## src/design/ufljs_pkg.sv

```systemverilog
// ---------------------------------------------------------------------------
// ufljs_pkg
// Shared types and constants for the flow loss and jitter statistics block.
// ---------------------------------------------------------------------------
`default_nettype none
package ufljs_pkg;

  localparam int unsigned SEQ_LO_W     = 8;
  localparam logic [7:0]  SEQ_HI_MAX   = 8'hFF;
  localparam logic [7:0]  HI_WRAP_LOW  = 8'd1;
  localparam logic [7:0]  HI_WRAP_HIGH = SEQ_HI_MAX - 8'd1;
  localparam logic [10:0] MS_PER_SEC   = 11'd1000;
  localparam logic [9:0]  TIME_MAX_MS  = 10'd999;

  localparam logic ACT_PACKET = 1'b0;
  localparam logic ACT_REPORT = 1'b1;

  localparam logic [2:0] CFG_ADDR_VIDEO_EN = 3'd0;

  // controller -> datapath
  typedef struct packed {
    logic load;         // latch an accepted input beat
    logic pkt_a;        // gap and square
    logic pkt_b;        // commit sums, bitmap bit and window
    logic walk_init;
    logic walk_issue;
    logic emit;
    logic last;
    logic sid;
    logic clr_step;
    logic clr_scalars;
  } cmd_t;

  // datapath -> controller
  typedef struct packed {
    logic win_valid;
    logic walk_last;
    logic clr_last;
    logic out_busy;
  } stat_t;

endpackage
`default_nettype wire

```

## src/design/ufljs_ctrl.sv

```systemverilog
// ---------------------------------------------------------------------------
// ufljs_ctrl
// Sequencer: packet update steps, window walk per sub-stream, result hand-off
// and the bitmap clearing pass.
// ---------------------------------------------------------------------------
`default_nettype none
module ufljs_ctrl
  import ufljs_pkg::*;
(
  input  wire logic  clk,
  input  wire logic  rst_n,
  input  wire logic  video_en,
  input  wire logic  in_fire,
  input  wire logic  in_action,
  input  wire stat_t stat,
  output logic       in_ready,
  output cmd_t       cmd
);

  localparam logic [2:0] S_IDLE   = 3'd0;
  localparam logic [2:0] S_PKT_A  = 3'd1;
  localparam logic [2:0] S_PKT_B  = 3'd2;
  localparam logic [2:0] S_W_INIT = 3'd3;
  localparam logic [2:0] S_W_RUN  = 3'd4;
  localparam logic [2:0] S_W_DRN  = 3'd5;
  localparam logic [2:0] S_EMIT   = 3'd6;
  localparam logic [2:0] S_CLEAR  = 3'd7;

  logic [2:0] state_r, state_nxt;
  logic       sid_r, sid_nxt;
  logic       last_stream;

  assign in_ready    = (state_r == S_IDLE);
  assign last_stream = sid_r | ~video_en;

  always_comb begin
    state_nxt = state_r;
    sid_nxt   = sid_r;
    cmd       = '0;
    cmd.sid   = sid_r;
    cmd.last  = last_stream;
    unique case (state_r)
      S_IDLE: begin
        if (in_fire) begin
          cmd.load = 1'b1;
          if (in_action == ACT_REPORT) begin
            sid_nxt   = 1'b0;
            state_nxt = S_W_INIT;
          end else begin
            state_nxt = S_PKT_A;
          end
        end
      end
      S_PKT_A: begin
        cmd.pkt_a = 1'b1;
        state_nxt = S_PKT_B;
      end
      S_PKT_B: begin
        cmd.pkt_b = 1'b1;
        state_nxt = S_IDLE;
      end
      S_W_INIT: begin
        cmd.walk_init = 1'b1;
        state_nxt     = stat.win_valid ? S_W_RUN : S_EMIT;
      end
      S_W_RUN: begin
        cmd.walk_issue = 1'b1;
        if (stat.walk_last) state_nxt = S_W_DRN;
      end
      S_W_DRN: state_nxt = S_EMIT;
      S_EMIT: begin
        if (!stat.out_busy) begin
          cmd.emit = 1'b1;
          if (last_stream) begin
            cmd.clr_scalars = 1'b1;
            state_nxt       = S_CLEAR;
          end else begin
            sid_nxt   = 1'b1;
            state_nxt = S_W_INIT;
          end
        end
      end
      S_CLEAR: begin
        cmd.clr_step = 1'b1;
        if (stat.clr_last) state_nxt = S_IDLE;
      end
      default: state_nxt = S_IDLE;
    endcase
  end

  always_ff @(posedge clk) begin
    if (!rst_n) begin
      state_r <= S_CLEAR;
      sid_r   <= 1'b0;
    end else begin
      state_r <= state_nxt;
      sid_r   <= sid_nxt;
    end
  end

endmodule
`default_nettype wire

```

## config.mk

```make
export PLATFORM = sky130hd
export DESIGN_NAME = ufljs_ctrl
export DESIGN_NICKNAME = d
export VERILOG_FILES = /design/src/design/ufljs_pkg.sv /design/src/design/ufljs_ctrl.sv
export SDC_FILE = /design/constraint.sdc
export NUM_CORES = 1
export LEC_CHECK = 0
export BUFFER_PORTS_ARGS = -buffer_cell sky130_fd_sc_hd__clkbuf_2
export CAP_MARGIN = 25
export CORE_AREA = 2 2 39 41
export CTS_CLUSTER_DIAMETER = 150
export DETAILED_ROUTE_END_ITERATION = 8
export DIE_AREA = 0 0 41 43
export PLACE_DENSITY = 0.47
export SETUP_SLACK_MARGIN = 0.2
export SYNTH_ARGS = -nofsm -noshare
export SYNTH_HDL_FRONTEND = slang
export SYNTH_SLANG_ARGS = --single-unit
```

## constraint.sdc

```tcl
create_clock -name clk -period 1.55 [get_ports clk]
set_input_delay 0.0775 -clock clk [delete_from_list [all_inputs] [get_ports clk]]
set_output_delay 0.0775 -clock clk [all_outputs]
set_load 0.01 [all_outputs]
```

# Word-level counts from Yosys, hierarchy flattened
# Cells that the tools add are included.
# Widths: inputs -> output; s select.
dict set report word_totals {
  ff_bits 4
}
dict set report classes {
  eq_ne 13
  muxes 25
  bitwise_logic 2
  reduce_logical 4
}
# cell n
set ops {}
lappend ops {{$pmux 3 s8} 1}
lappend ops {{$mux 1} 16}
lappend ops {{$mux 3} 5}
lappend ops {{$eq 3x3->1 const B} 4}
lappend ops {{$ne 2x2->1 const B} 6}
lappend ops {{$eq 3x2->1 const B} 2}
lappend ops {{$reduce_and 5->1} 1}
lappend ops {{$mux 2} 2}
lappend ops {{$reduce_and 4->1} 1}
lappend ops {{$eq 3x1->1 const B} 1}
lappend ops {{$logic_not 3->1} 1}
lappend ops {{$pmux 1 s2} 1}
lappend ops {{$reduce_bool 2->1} 1}
lappend ops {{$not 1->1} 1}
lappend ops {{$or 1x1->1} 1}

# Longest topological paths before layout
dict set report depth {
  word_depth 5
  mapped_depth 5
  depth_no_buf 4
}

# Worst setup path before layout
# Ideal clock, no wire load.
dict set report synth_timing {
  kind {register to register}
  from {register state_r[2]}
  to {register state_r[0]}
  setup_ns 0.122
  t_arrival_ns 1.285
  t_required_ns 1.428
  path_slack_ns 0.143
  path_stages_with_launch 5
  n_path_buf 0
  path_cell_list {dfxtp_1 nor2b_2 a2111oi_2 o21ba_1 a221o_1}
}
dict set report synth_via {
  elab_chain_cells 3
  word_cells_on_any_way 14
}
# element line_no
set synth_rtl {}
lappend synth_rtl {{start: declaration} ufljs_ctrl.sv:29} ;# logic [2:0] state_r, state_nxt;
lappend synth_rtl {{start signal: assignment} ufljs_ctrl.sv:96} ;# state_r <= state_nxt;
lappend synth_rtl {{$eq 3x3->1 / $logic_not 3->1 (equally long branches)} ufljs_ctrl.sv:42} ;# unique case (state_r)
lappend synth_rtl {{$ne 2x2->1 (no line)} n/a}
lappend synth_rtl {{$reduce_and 4->1 (no line)} n/a}
# Several ways; a longest one is shown, not always the timed one.
# A chain may end at the register's enable or synchronous reset.

# Worst setup path in the final report
dict set report layout_timing {
  from {register state_r[0]}
  to {register state_r[0]}
}
# Same word-level chain as after synthesis.

==> impl_metrics.ini <==
[die]
dieWidth_um = 41
rows = 14
start_util = 0.223
dieArea_um2 = 1760
design.portCount = 20
die_h_um = 43
core_um2 = 1380

[sta]
finalSetupViolCount = 0
clock_skew_ns = 0.00574
rsz0062_at_grt = yes
relSlewSlack = 0.798
layout_min_cycle_time_ns = 1.32
fin_crit_sh = 0.852
max_freq_ghz = 0.757
fin_ws_ns = 0.230
tns_ns = 0
worstMarginPinSlew_ns = 0.302
report.final.slew_viol_count = 0
hold_viol = 0

[clock_network]
clock_sinks = 4
clk_pin_slew_ns = 0.04
cts_root_buffer = clkbuf_4
cts_hold_buf = 0
htree_levels = 1
cts_max_path_buffers = 2
clk_latency_ns = 0.24
numCtsBuffers = 3
cts_tree = done

[setup_path]
critical_path_arrival_ns = 1.44
timing.rr.end = state_r[0]
critPathKind = flip-flop to flip-flop
r2r_start = state_r[0]
required_ns = 1.67
path_max_fanout = 7
rr_worst_depth = 3
r2r_slack_ns = 0.23
crit_path_end_kind = flip-flop
crit_path_start_kind = flip-flop

[cells_and_area]
drive_above_1_share = 0.492
fillers = 162
areaGrowthSynthToFinish_pct = 48.6
diodes = 0
nNetsFinal = 74
regArea_um2 = 86.3
multi_input_area_um2 = 198

[logic_synthesis]
synth_area_um2 = 309
ys.flop_type = dfxtp_1
synthTopCellsByArea = dfxtp_1 26%, inv_1 7.3%, nor3_1 6.5%
synth_edf_count = 0
post_synth_num_cell_types = 22
ys_top_cells_by_count = 6 x inv_1, 4 x dfxtp_1, 4 x nor3_1
synth_seq_area_share = 0.259
yosysMostFrequentCell = inv_1
synth_seq_cells = 4
synthesis.nets = 52
synthArstFlopShare = 0
syn_inst = 43
syn_area_per_cell_um2 = 7.19
synth_warnings = 0
synth_top_area_frac = 0.259
synth_top_cell_by_area = dfxtp_1

[pwr]
clockPowerShare = 0.174
switching_share = 0.459
combPwrFrac = 0.526
p_switching_uw = 352
power.leakage_nw = 0.243
sequentialPowerShare = 0.300
power_density_nw_per_um2 = 1670
intPower_uw = 414
peakVddDrop_uv = 431

[detailed_routing]
drt_pass1_iterations = 2
drtAntennaViolNets = 0
wl_per_cell_um = 11.5
via_count = 388
remaining_drc_errors = 0
vias_per_cell = 4.91
drt_iter0_drc = 2
routed_wl_um = 907

[grt]
grt_pass1_vias = 325
grt_max_degree = 9
grt_pass1_wl_um = 1290
grtUsageTotal = 0.111
grt-ovfl-total = 0
antenna_found_initial = 0

[run_status]
status = complete, no violations

[placement]
port_buffers = 19
dp_slack_ns = 0.139
gp_congestion = 0.733
dp_hpwl_um = 738

[worst_hold_path]
hold_depth = 2
min_path_type = primary input to flip-flop
min_from = in_action
min_to = sid_r

[run]
drv_cap = 0
-- power by group through the flow --
stage	clock [mW]	sequential, mW	combinational (mW)
floorplan	0	0.185	0.282
global placement	0	0.215	0.393
detailed placement	0	0.214	0.391
CTS	0.138	0.225	0.399
global route	0.145	0.239	0.450
finish	0.133	0.230	0.403
-- layout make-up --
cell class              count  share of cell area
clock buffers               3              0.0490
inverters                   6              0.0490
multi-input cells          29               0.431
flip-flops and latches      4               0.188
well taps                  16              0.0436
repair buffers             21               0.240
-- what timing repair did --
| action | in CTS | in global routing |
|---|---|---|
| pin swaps | 1 | 0 |
| setup buffers | 0 | 0 |
| resized for setup | 4 | 2 |
| endpoints found under the setup margin | 4 | 3 |
-- how the worst max path moves through the flow --
stage,start,to,slack (ns),cells after the start
global placement,state_r[2],state_r[0],0.16,4
detailed placement,state_r[2],state_r[0],0.14,4
floorplan,state_r[2],state_r[0],0.21,4
global route,state_r[0],state_r[0],0.18,3
CTS,state_r[0],state_r[0],0.23,3
finish,state_r[0],state_r[0],0.23,3
-- cell families (layout without fill, tap and decap cells) --
family / after synthesis / count (layout) / share of synthesized area
AOI/OAI and AO/OA: 14 / 14 / 0.328
buffers and inverters: 10 / 30 / 0.146
and+or+nand+nor: 15 / 15 / 0.267
DFF: 4 / 4 / 0.259
-- registers in the layout, summed over array words and instances, names as in the netlist --
| signal | count |
|---|---|
| sid_r | 1 |
| state_r | 3 |
-- through the flow --
step / instance area, um^2 / hold slack (ns) / power [mW] / utilization / std cells
finish: 459 / 0.0550 / 0.766 / 0.332 / 79
global route: 459 / 0.0512 / 0.833 / 0.332 / 79
CTS: 450 / 0.0474 / 0.762 / 0.325 / 79
detailed placement: 418 / 0.303 / 0.604 / 0.302 / 76
global placement: 418 / 0.298 / 0.608 / 0.302 / 76
floorplan: 310 / 0.166 / 0.466 / - / 43
-- critical path, stage by stage (launching register included) --
cell	delay, ns
dfxtp_2	0.34
a2111oi_2	0.36
o21ba_1	0.21
a221o_1	0.29
-- layer usage --
layer	vias to the layer above	wire length, um	global-route usage
li1	193	-	-
met1	179	407	0.122
met2	14	440	0.172
met3	2	44	0.0471
met4	0	16	0.0600
met5	-	0	0
-- placed cells by master, fill, tap and decap left out, drive strengths merged --
cell and count:
nor4 1, o21ba 1, nor3 4, nor2 2, a221o 1, and3 2, o211ai 1, nand2 2
clkbuf 22, inv 6, o21ai 3, and2 1, nand3b 1, nor2b 2, o22ai 1, a211oi 2
a21boi 1, dfxtp 4, buf 2, a2111oi 1, a21oi 3
No activity file was read; power rests on OpenSTA's default activity.
